[src/rtl/core/ewd_pkg.sv]
// Shared types, codes and lookup functions for the e-paper drive encoder.
// No dependencies; used by ewd_encode and epaper_waveform_drive_encoder_core.
package ewd_pkg;

  typedef enum logic [2:0] {
    OP_MONO   = 3'd0,
    OP_SETTLE = 3'd1,
    OP_GRAY   = 3'd2,
    OP_DIFF   = 3'd3,
    OP_STORE  = 3'd4
  } ewd_op_e;

  // Two-bit source drive pairs
  localparam logic [1:0] PairBlack = 2'd1;
  localparam logic [1:0] PairWhite = 2'd2;
  localparam logic [1:0] PairNone  = 2'd3;

  localparam int unsigned WaveCols = 9;

  // Item held between the memory read and the output register
  typedef struct packed {
    ewd_op_e     op;
    logic [15:0] pix;
    logic [3:0]  phase;
    logic        gray_ok;   // phase inside the configured column count
    logic        in_range;  // address inside the frame
  } ewd_stage_t;

  // Waveform ROM: row is the 3-bit gray level, column the phase.
  function automatic logic [1:0] wave_rom(input logic [2:0] lvl, input logic [3:0] ph);
    logic [17:0] row;
    row = '0;
    case (lvl)
      3'd0:    row = {2'd0, 2'd1, 2'd1, 2'd1, 2'd1, 2'd0, 2'd0, 2'd0, 2'd0};
      3'd1:    row = {2'd0, 2'd0, 2'd1, 2'd1, 2'd1, 2'd1, 2'd0, 2'd0, 2'd0};
      3'd2:    row = {2'd0, 2'd0, 2'd1, 2'd2, 2'd0, 2'd1, 2'd1, 2'd1, 2'd1};
      3'd3:    row = {2'd0, 2'd0, 2'd1, 2'd1, 2'd2, 2'd2, 2'd1, 2'd1, 2'd1};
      3'd4:    row = {2'd0, 2'd0, 2'd1, 2'd2, 2'd2, 2'd1, 2'd1, 2'd1, 2'd1};
      3'd5:    row = {2'd0, 2'd0, 2'd1, 2'd2, 2'd2, 2'd1, 2'd1, 2'd1, 2'd0};
      3'd6:    row = {2'd0, 2'd0, 2'd2, 2'd1, 2'd1, 2'd0, 2'd0, 2'd0, 2'd0};
      3'd7:    row = {2'd0, 2'd0, 2'd2, 2'd0, 2'd0, 2'd0, 2'd0, 2'd0, 2'd0};
      default: row = '0;
    endcase
    if (ph < 4'(WaveCols)) begin
      return row[{ph, 1'b0} +: 2];
    end
    return 2'd0;
  endfunction

  // Nibble bit i picks pair i: set_pair when the bit is set, clr_pair otherwise.
  function automatic logic [7:0] nib_code(input logic [3:0] nib, input logic [1:0] set_pair,
                                          input logic [1:0] clr_pair);
    logic [7:0] r;
    r = '0;
    for (int i = 0; i < 4; i++) begin
      r[2*i +: 2] = nib[i] ? set_pair : clr_pair;
    end
    return r;
  endfunction

  function automatic logic [15:0] byte_code(input logic [7:0] b, input logic [1:0] set_pair,
                                            input logic [1:0] clr_pair);
    return {nib_code(b[7:4], set_pair, clr_pair), nib_code(b[3:0], set_pair, clr_pair)};
  endfunction

  function automatic logic [3:0] gray_code(input logic [7:0] b, input logic [3:0] ph);
    return {wave_rom(b[2:0], ph), wave_rom(b[6:4], ph)};
  endfunction

endpackage

[src/rtl/core/ewd_encode.sv]
// Drive code encoder: turns one staged item and its previous-frame byte into a drive word.
// Depends on ewd_pkg.
module ewd_encode (
  input  ewd_pkg::ewd_stage_t stage_i,
  input  logic [7:0]          old_byte_i,
  output logic [15:0]         drive_word_o
);
  import ewd_pkg::*;

  logic [7:0] old_b;
  logic [7:0] new_b;
  logic [7:0] white_mask;
  logic [7:0] black_mask;

  assign new_b      = stage_i.pix[7:0];
  assign old_b      = stage_i.in_range ? old_byte_i : 8'h00;
  assign white_mask = old_b & ~new_b;
  assign black_mask = ~old_b & new_b;

  always_comb begin
    drive_word_o = '0;
    case (stage_i.op)
      OP_MONO:   drive_word_o = byte_code(new_b, PairBlack, PairNone);
      OP_SETTLE: drive_word_o = byte_code(new_b, PairBlack, PairWhite);
      OP_GRAY: begin
        if (stage_i.gray_ok) begin
          drive_word_o = {8'h00, gray_code(stage_i.pix[15:8], stage_i.phase),
                          gray_code(new_b, stage_i.phase)};
        end
      end
      OP_DIFF:   drive_word_o = byte_code(white_mask, PairWhite, PairNone)
                              & byte_code(black_mask, PairBlack, PairNone);
      OP_STORE:  drive_word_o = '0;
      default:   drive_word_o = '0;
    endcase
  end

endmodule

[config.mk]
export PLATFORM = sky130hd
export DESIGN_NAME = ewd_encode
export DESIGN_NICKNAME = d
export VERILOG_FILES = /design/src/rtl/core/ewd_pkg.sv /design/src/rtl/core/ewd_encode.sv
export SDC_FILE = /design/constraint.sdc
export NUM_CORES = 1
export LEC_CHECK = 0
export ABC_CLOCK_PERIOD_IN_PS = 3900
export BUFFER_PORTS_ARGS = -buffer_cell sky130_fd_sc_hd__buf_2
export CAP_MARGIN = 20
export CORE_MARGIN = 5
export CORE_UTILIZATION = 26
export DETAILED_ROUTE_END_ITERATION = 10
export PLACE_DENSITY_LB_ADDON = 0.1
export SLEW_MARGIN = 20
export SYNTH_ARGS = -nofsm -noshare
export SYNTH_HDL_FRONTEND = slang
export SYNTH_SLANG_ARGS = --single-unit
[constraint.sdc]
create_clock -name vclk -period 3.9
set_input_delay 0.585 -clock vclk [all_inputs]
set_output_delay 0.585 -clock vclk [all_outputs]
set_load 0.1 [all_outputs]
==> results of run 1 <==
[synthesized netlist by cell type, types with 2 or more instances]
| cell type | n | area, sq um |
|---|---|---|
| o22ai_1 | 2 | 12.5 |
| buf_2 | 3 | 15.0 |
| and2_1 | 3 | 18.8 |
| a21oi_1 | 16 | 80.1 |
| o32ai_1 | 3 | 26.3 |
| clkbuf_1 | 10 | 37.5 |
| mux2_2 | 8 | 90.1 |
| o221ai_1 | 3 | 26.3 |
| o211a_1 | 3 | 30.0 |
| a211o_1 | 2 | 17.5 |
| inv_1 | 12 | 45.0 |
| a21boi_0 | 11 | 82.6 |
| nor2b_1 | 2 | 12.5 |
| ha_1 | 24 | 300 |
| o21ai_0 | 20 | 100 |
| a21o_1 | 2 | 15.0 |
| nor2_1 | 3 | 11.3 |
| nand2b_1 | 2 | 12.5 |
| o21a_1 | 2 | 15.0 |
| buf_1 | 2 | 7.51 |
| mux2i_1 | 5 | 50.1 |
| a31oi_1 | 6 | 37.5 |
| or2_2 | 2 | 12.5 |
| nand2_1 | 16 | 60.1 |
[layer usage]
metal / GRT usage (%) / routed length [um] / vias up
met2: 20.6 / 1670 / 48
met5: 0 / 0 / -
met3: 1.24 / 262 / 0
li1: - / - / 735
met1: 18.5 / 2100 / 634
met4: 0 / 0 / 0
[logic make-up after synthesis]
kind of cell,after synthesis,synth area share [%]
compound gates,78,40.3
simple gates,38,16.7
buf+inv,27,8.28
fa+ha+maj,24,23.7
mux,13,11.0
[power by group through the flow]
stage	registers [mW]	clock network [mW]	logic [mW]
detailed placement	0	0	0.227
global route	0	0	0.246
floorplan	0	0	0.170
finish	0	0	0.226
global placement	0	0	0.227
CTS	0	0	0.227
[layout make-up]
type / count / area (sq um)
Timing Repair Buffer: 48 / 243
Fill cell: 537 / 3190
Tap cell: 67 / 83.8
Inverter: 12 / 45.0
Multi-Input combinational cell: 153 / 1160
[stage by stage]
stage,setup WS [ps],cell area [sq um]
6_report,771,1540
4_1_cts,781,1540
2_1_floorplan,-344,1270
3_5_place_dp,792,1540
3_3_place_gp,798,1540
5_1_grt,661,1540
[worst paths after layout]
path / from / endpoint / slack (ps) / cells past startpoint
max: stage_i[22] / drive_word_o[5] / 770 / 6
min: stage_i[13] / drive_word_o[15] / 1590 / 3
[worst max-delay path, stage by stage]
cell and delay [ps]:
buf_2 150, nand2b_4 160, or4b_1 630, a311o_1 400
a21oi_2 160, buf_2 450
==> metrics, run 1 <==
most frequent cells in the layout=buf_2, ha_1, o21ai_0; total track usage=around 12%; PortBufs=47; Final Hold Vio Count=0; FF+latch area=0 sq um; Hold WS=1590 ps; syn nets=237; crit-path max FO=10; leakage=~0.77 nW; ANT cells=0; vias in the first global route=approximately 1300; startpoint types=input pin; Core Box Area=approximately 0.0047 sq mm; final setup violating endpoints=0; Post-Synthesis Cells=180; DP Cell Count=280; Yosys warning total=0; Clock power frac=0%; Post-CTS Setup Repair Bufs=0; Crit Path Class=in2out; CP arrival=2540 ps; Seq pwr share=0%; PwrDens=147 mW/mm^2; max_slew headroom=41.5%; max-slew violations=0; # rows=25; drt initial violations=63; CTS resizes=0; routed via count=1417; Comb pwr share=between 90% and 100%; commonest non-fill, non-tap cell in the layout=buf_2; Initial Util=about 27%; chip width=79.9 um; HPWL Detailed=3060 um; num sequential=0; utilization after layout=between 30 and 40%; outcome=finished clean; non-filler cells, final=280; GR Overflow Total=0; synthesized area=about 0.0013 sq mm; first-pass GRT wire length=around 6700 um; switching share of power=between 70 and 80%; Post-CTS Hold Fix Bufs=0; Sw Pwr=around 0.16 mW; max_cap viols=0; ratio of final minimum period to clock period=80.2%; worst min path class=in2out; vias per cell=5.06; Peak VDD IR=0.0429 mV; Fmax=320 MHz; Total Routed Length=between 4000 and 5000 um; Crit. End Element=output pin; WP data required=3310 ps; Post-Syn Area per Cell=7.05 sq um; Setup TNS=0 ps; DRC viols=0; total chip power=0.226 mW; synth unique cells=42; nets=272; actual slew at the worst max-slew pin=just under 900 ps; Avg WL per Cell=between 10 and 15 um; GP Congestion=0.817; fraction of layout cells with a size suffix above 1=28.2%; sequential share of the synthesized area=0%; Die Y=79.9 um; DRT Pass-1 Iters=4; die area=0.00638 sq mm; initial antenna violation count=0; area grow syn2layout=21.0%; minimum clock period=3130 ps; P_int=0.0629 mW; RSZ-0062 raised after global routing=no; IO Pins=49; antenna viol nets, final=0; largest net degree at the start of global routing=22; clkbuf count=0
(Power assumes the default switching activity.)
==> run 2: changes to the inputs <==
--- a/config.mk
+++ b/config.mk
@@ -5,7 +5,7 @@
 export SDC_FILE = /design/constraint.sdc
 export NUM_CORES = 1
 export LEC_CHECK = 0
-export ABC_CLOCK_PERIOD_IN_PS = 3900
+export ABC_CLOCK_PERIOD_IN_PS = 2900
 export BUFFER_PORTS_ARGS = -buffer_cell sky130_fd_sc_hd__buf_2
 export CAP_MARGIN = 20
 export CORE_MARGIN = 5
==> constraint.sdc (replaced) <==
create_clock -name vclk -period 2.9
set_input_delay 0.435 -clock vclk [all_inputs]
set_output_delay 0.435 -clock vclk [all_outputs]
set_load 0.1 [all_outputs]
==> run 2 against run 1 <==
Count of clock-buffer cells in the layout did not move; global-route usage fell by 0.47 points; die area did not move; combinational power rose by 53%; non-clock buffer count rose by 4; critical path depth did not move; worst setup slack got worse by 390 ps; core utilization rose by 4.6 points; cell count rose by 1.4%; first-iteration DRC count fell by 19%; largest power group unchanged.
==> metrics, run 2 (synthesis gave the netlist of run 1 again) <==
outcome=finished clean; fraction of layout cells with a size suffix above 1=33.6% (+5.5 points); RSZ-0062 raised after global routing=no; routed via count=1408 (-0.64%); antenna viol nets, final=0 (unchanged); nets=276 (+1.5%); commonest non-fill, non-tap cell in the layout=buf_2; final setup violating endpoints=0 (unchanged); CP arrival=2080 ps (-460 ps); total track usage=12.0% (-0.47 points); Total Routed Length=3930 um (-2.4%); non-filler cells, final=284 (+1.4%); ANT cells=0 (unchanged); chip width=79.9 um (unchanged); minimum clock period=2520 ps; DRT Pass-1 Iters=4 (unchanged); vias in the first global route=1302 (-3.1%); Crit. End Element=output pin; vias per cell=4.96 (-2.0%); worst min path class=in2out; first-pass GRT wire length=6460 um (-3.5%); GR Overflow Total=0 (unchanged); max_cap viols=0 (unchanged); drt initial violations=51 (-19%); leakage=0.841 nW (+9.3%); HPWL Detailed=3130 um (+2.1%); PortBufs=47 (unchanged); area grow syn2layout=38.3%; DP Cell Count=284 (+1.4%); # rows=25 (unchanged); Fmax=between 300 and 400 MHz; Post-CTS Hold Fix Bufs=0 (unchanged); Crit Path Class=in2out; num sequential=0 (unchanged); IO Pins=49 (unchanged); Die Y=79.9 um (unchanged); WP data required=2470 ps (-840 ps); largest net degree at the start of global routing=24 (+9.1%); startpoint types=input pin; actual slew at the worst max-slew pin=492 ps (-373 ps); die area=0.00638 sq mm (unchanged); utilization after layout=37.1% (+4.6 points); max_slew headroom=67.4% (+26 points); Peak VDD IR=0.0748 mV (+74%); clkbuf count=0 (unchanged); Initial Util=26.9% (unchanged); Avg WL per Cell=13.9 um (-3.8%); FF+latch area=0 sq um (unchanged); CTS resizes=0 (unchanged); Final Hold Vio Count=0 (unchanged); crit-path max FO=10 (unchanged); total chip power=0.345 mW (+53%); DRC viols=0 (unchanged); Post-CTS Setup Repair Bufs=0 (unchanged); ratio of final minimum period to clock period=86.8%; most frequent cells in the layout=buf_2, ha_1, o21ai_0; Core Box Area=0.00472 sq mm (unchanged); initial antenna violation count=0 (unchanged); GP Congestion=0.801 (-2.0%); PwrDens=197 mW/mm^2 (+34%); max-slew violations=0 (unchanged)
## run 2: worst max-delay path: stages
cell and delay [ps]:
buf_2 160, nand2b_4 160, or4b_1 540, buf_4 200, o32ai_2 370, buf_12 220
## run 2: stage by stage
step / hold slack (ps) / setup WS (ps) / instance area [sq um] / TNS, ps
final: 1290 / 383 / 1750 / 0
after global routing: 1310 / 286 / 1750 / 0
after CTS: 1290 / 382 / 1750 / 0
after detailed placement: 1290 / 401 / 1750 / 0
after global placement: 1290 / 367 / 1750 / 0
after floorplan: 1130 / -71.6 / 1340 / -215
## run 2: routing by layer
metal	share of wire [%]	wire (um)	GRT usage, %	up-vias
met2	46	1820	20.1	22
met4	0	0	0	0
met3	3.5	138	0.451	0
li1	-	-	-	742
met5	0	0	0	-
met1	50	1980	18.0	644
## run 2: worst paths after layout
check / endpoint / from / cells past startpoint
hold / removal: drive_word_o[15] / stage_i[13] / 3
setup / recovery: drive_word_o[1] / stage_i[22] / 6
## run 2: layout make-up
type / instances / area [sq um]
fill: 516 / 2970
inverter: 12 / 45.0
multi-input combinational: 153 / 1230
tap: 67 / 83.8
timing repair buffer: 52 / 393
## run 2: power breakdown
part           leakage, nW  switching [mW]  internal (mW)
logic                0.841           0.230          0.116
clock network            0               0              0
registers                0               0              0
==> run 3: changes to the inputs <==
==> constraint.sdc (replaced) <==
create_clock -name vclk -period 2.9
set_input_delay 0.435 -clock vclk [all_inputs]
set_output_delay 0.435 -clock vclk [all_outputs]
set_load 0.02 [all_outputs]
==> run 3 against run 2 <==
Count of clock-buffer cells in the layout did not move; first-iteration DRC count up 100%; critical path depth is the same; global-route usage rose by 0.63 points; maximum frequency fell by 1.7%; largest cell class unchanged.
==> metrics, run 3 (synthesis gave the netlist of run 1 again) <==
actual slew at the worst max-slew pin=482 ps (-10.9 ps); RSZ-0062 raised after global routing=no; FF+latch area=0 sq um (unchanged); routed via count=1415 (+0.50%); P_int=0.0869 mW (-25%); fin area=0.00156 sq mm (-11%); chip width=79.9 um (unchanged); Sw Pwr=0.126 mW (-45%); Core Box Area=0.00472 sq mm (unchanged); Total Routed Length=4070 um (+3.4%); Setup TNS=0 ps (unchanged); crit-path max FO=10 (unchanged); leakage=0.785 nW (-6.7%); DP Area=0.00156 sq mm (-11%); Comb pwr share=100.0% (about the same); PortBufs=47 (unchanged); filler cell count=533 (+3.3%); num sequential=0 (unchanged); pre-CTS setup slack=361 ps (-39.7 ps); outcome=finished clean; Peak VDD IR=0.0808 mV (+8.0%); ratio of final minimum period to clock period=88.3% (+1.5 points); DRC viols=0 (unchanged); GP Congestion=0.775 (-3.2%); fraction of layout cells with a size suffix above 1=29.2% (-4.5 points); max_slew headroom=67.9% (+0.50 points); Fmax=390 MHz (-1.7%); nets=275 (-0.36%); PwrDens=137 mW/mm^2 (-31%); initial antenna violation count=0 (unchanged); Clock power frac=0% (unchanged); vias in the first global route=1400 (+7.5%); antenna viol nets, final=0 (unchanged); Final Hold Vio Count=0 (unchanged); hold-critical path endpoint=drive_word_o[15]; most frequent cells in the layout=buf_2, ha_1, o21ai_0; Hold Crit Depth=3 (unchanged); minimum clock period=2560 ps (+43.8 ps); Crit Path Class=in2out; Avg WL per Cell=14.4 um (+3.8%); largest net degree at the start of global routing=26 (+8.3%); CP arrival=2130 ps (+50 ps); vias per cell=5.00 (+0.85%); WP data required=2470 ps (about the same); Die Y=79.9 um (unchanged); Seq pwr share=0% (unchanged); GR Overflow Total=0 (unchanged); worst min path class=in2out; HP Start=stage_i[13]; Setup WS post-layout=339 ps (-43.8 ps); Crit. End Element=output pin; HPWL Detailed=3090 um (-1.1%); startpoint types=input pin; ANT cells=0 (unchanged); max_cap viols=0 (unchanged); area grow syn2layout=22.8%; drt initial violations=102 (+100%); first-pass GRT wire length=6830 um (+5.8%); DRT Pass-1 Iters=4 (unchanged); die area=0.00638 sq mm (unchanged); commonest non-fill, non-tap cell in the layout=buf_2; Initial Util=26.9% (unchanged); CTS resizes=0 (unchanged); final setup violating endpoints=0 (unchanged); Post-CTS Setup Repair Bufs=0 (unchanged); switching share of power=59.2% (-7.4 points); total track usage=12.6% (+0.63 points); max-slew violations=0 (unchanged); clkbuf count=0 (unchanged); Post-CTS Hold Fix Bufs=0 (unchanged); Hold WS=1160 ps (-131 ps); # rows=25 (unchanged); IO Pins=49 (unchanged)
run 3: cell types whose count changed in the layout (fill, tap and decap cells not counted), sizes merged:
cell  previous run  this run
buf             52        51
run 3: power groups by stage:
stage               logic, mW  clock network, mW  registers, mW
detailed placement      0.214                  0              0
finish                  0.213                  0              0
global placement        0.215                  0              0
global route            0.241                  0              0
CTS                     0.215                  0              0
floorplan               0.135                  0              0
run 3: area by class of cell:
class | instances | area [sq um] | share of cell area (%)
timing repair buffer | 51 | 265 | 17.0
tap | 67 | 83.8 | 5.38
inverter | 12 | 45.0 | 2.89
multi-input combinational | 153 | 1160 | 74.7
run 3: stage by stage:
stage | power (mW) | utilization [%] | std cells
floorplan | 0.135 | - | 180
global placement | 0.215 | 33.0 | 283
detailed placement | 0.214 | 33.0 | 283
CTS | 0.215 | 33.0 | 283
global route | 0.241 | 33.0 | 283
finish | 0.213 | 33.0 | 283
run 3: critical path, cell delays in order:
cell and delay [ps]:
buf_2 150, nand2b_4 160, or4b_1 640, a311o_1 400
a21oi_2 150, buf_2 180
run 3: worst max-delay path by stage:
stage                           start         endpoint  slack, ps
after global placement    stage_i[22]  drive_word_o[5]        360
final                     stage_i[22]  drive_word_o[5]        340
after CTS                 stage_i[22]  drive_word_o[5]        350
after floorplan           stage_i[22]  drive_word_o[1]        670
after detailed placement  stage_i[22]  drive_word_o[5]        360
after global routing      stage_i[22]  drive_word_o[5]        280
run 3: layer usage:
metal  track usage (%)  wire length (um)
met1              19.2              2150
met4                 0                 0
met5                 0                 0
met3              1.13               262
met2              20.4              1660
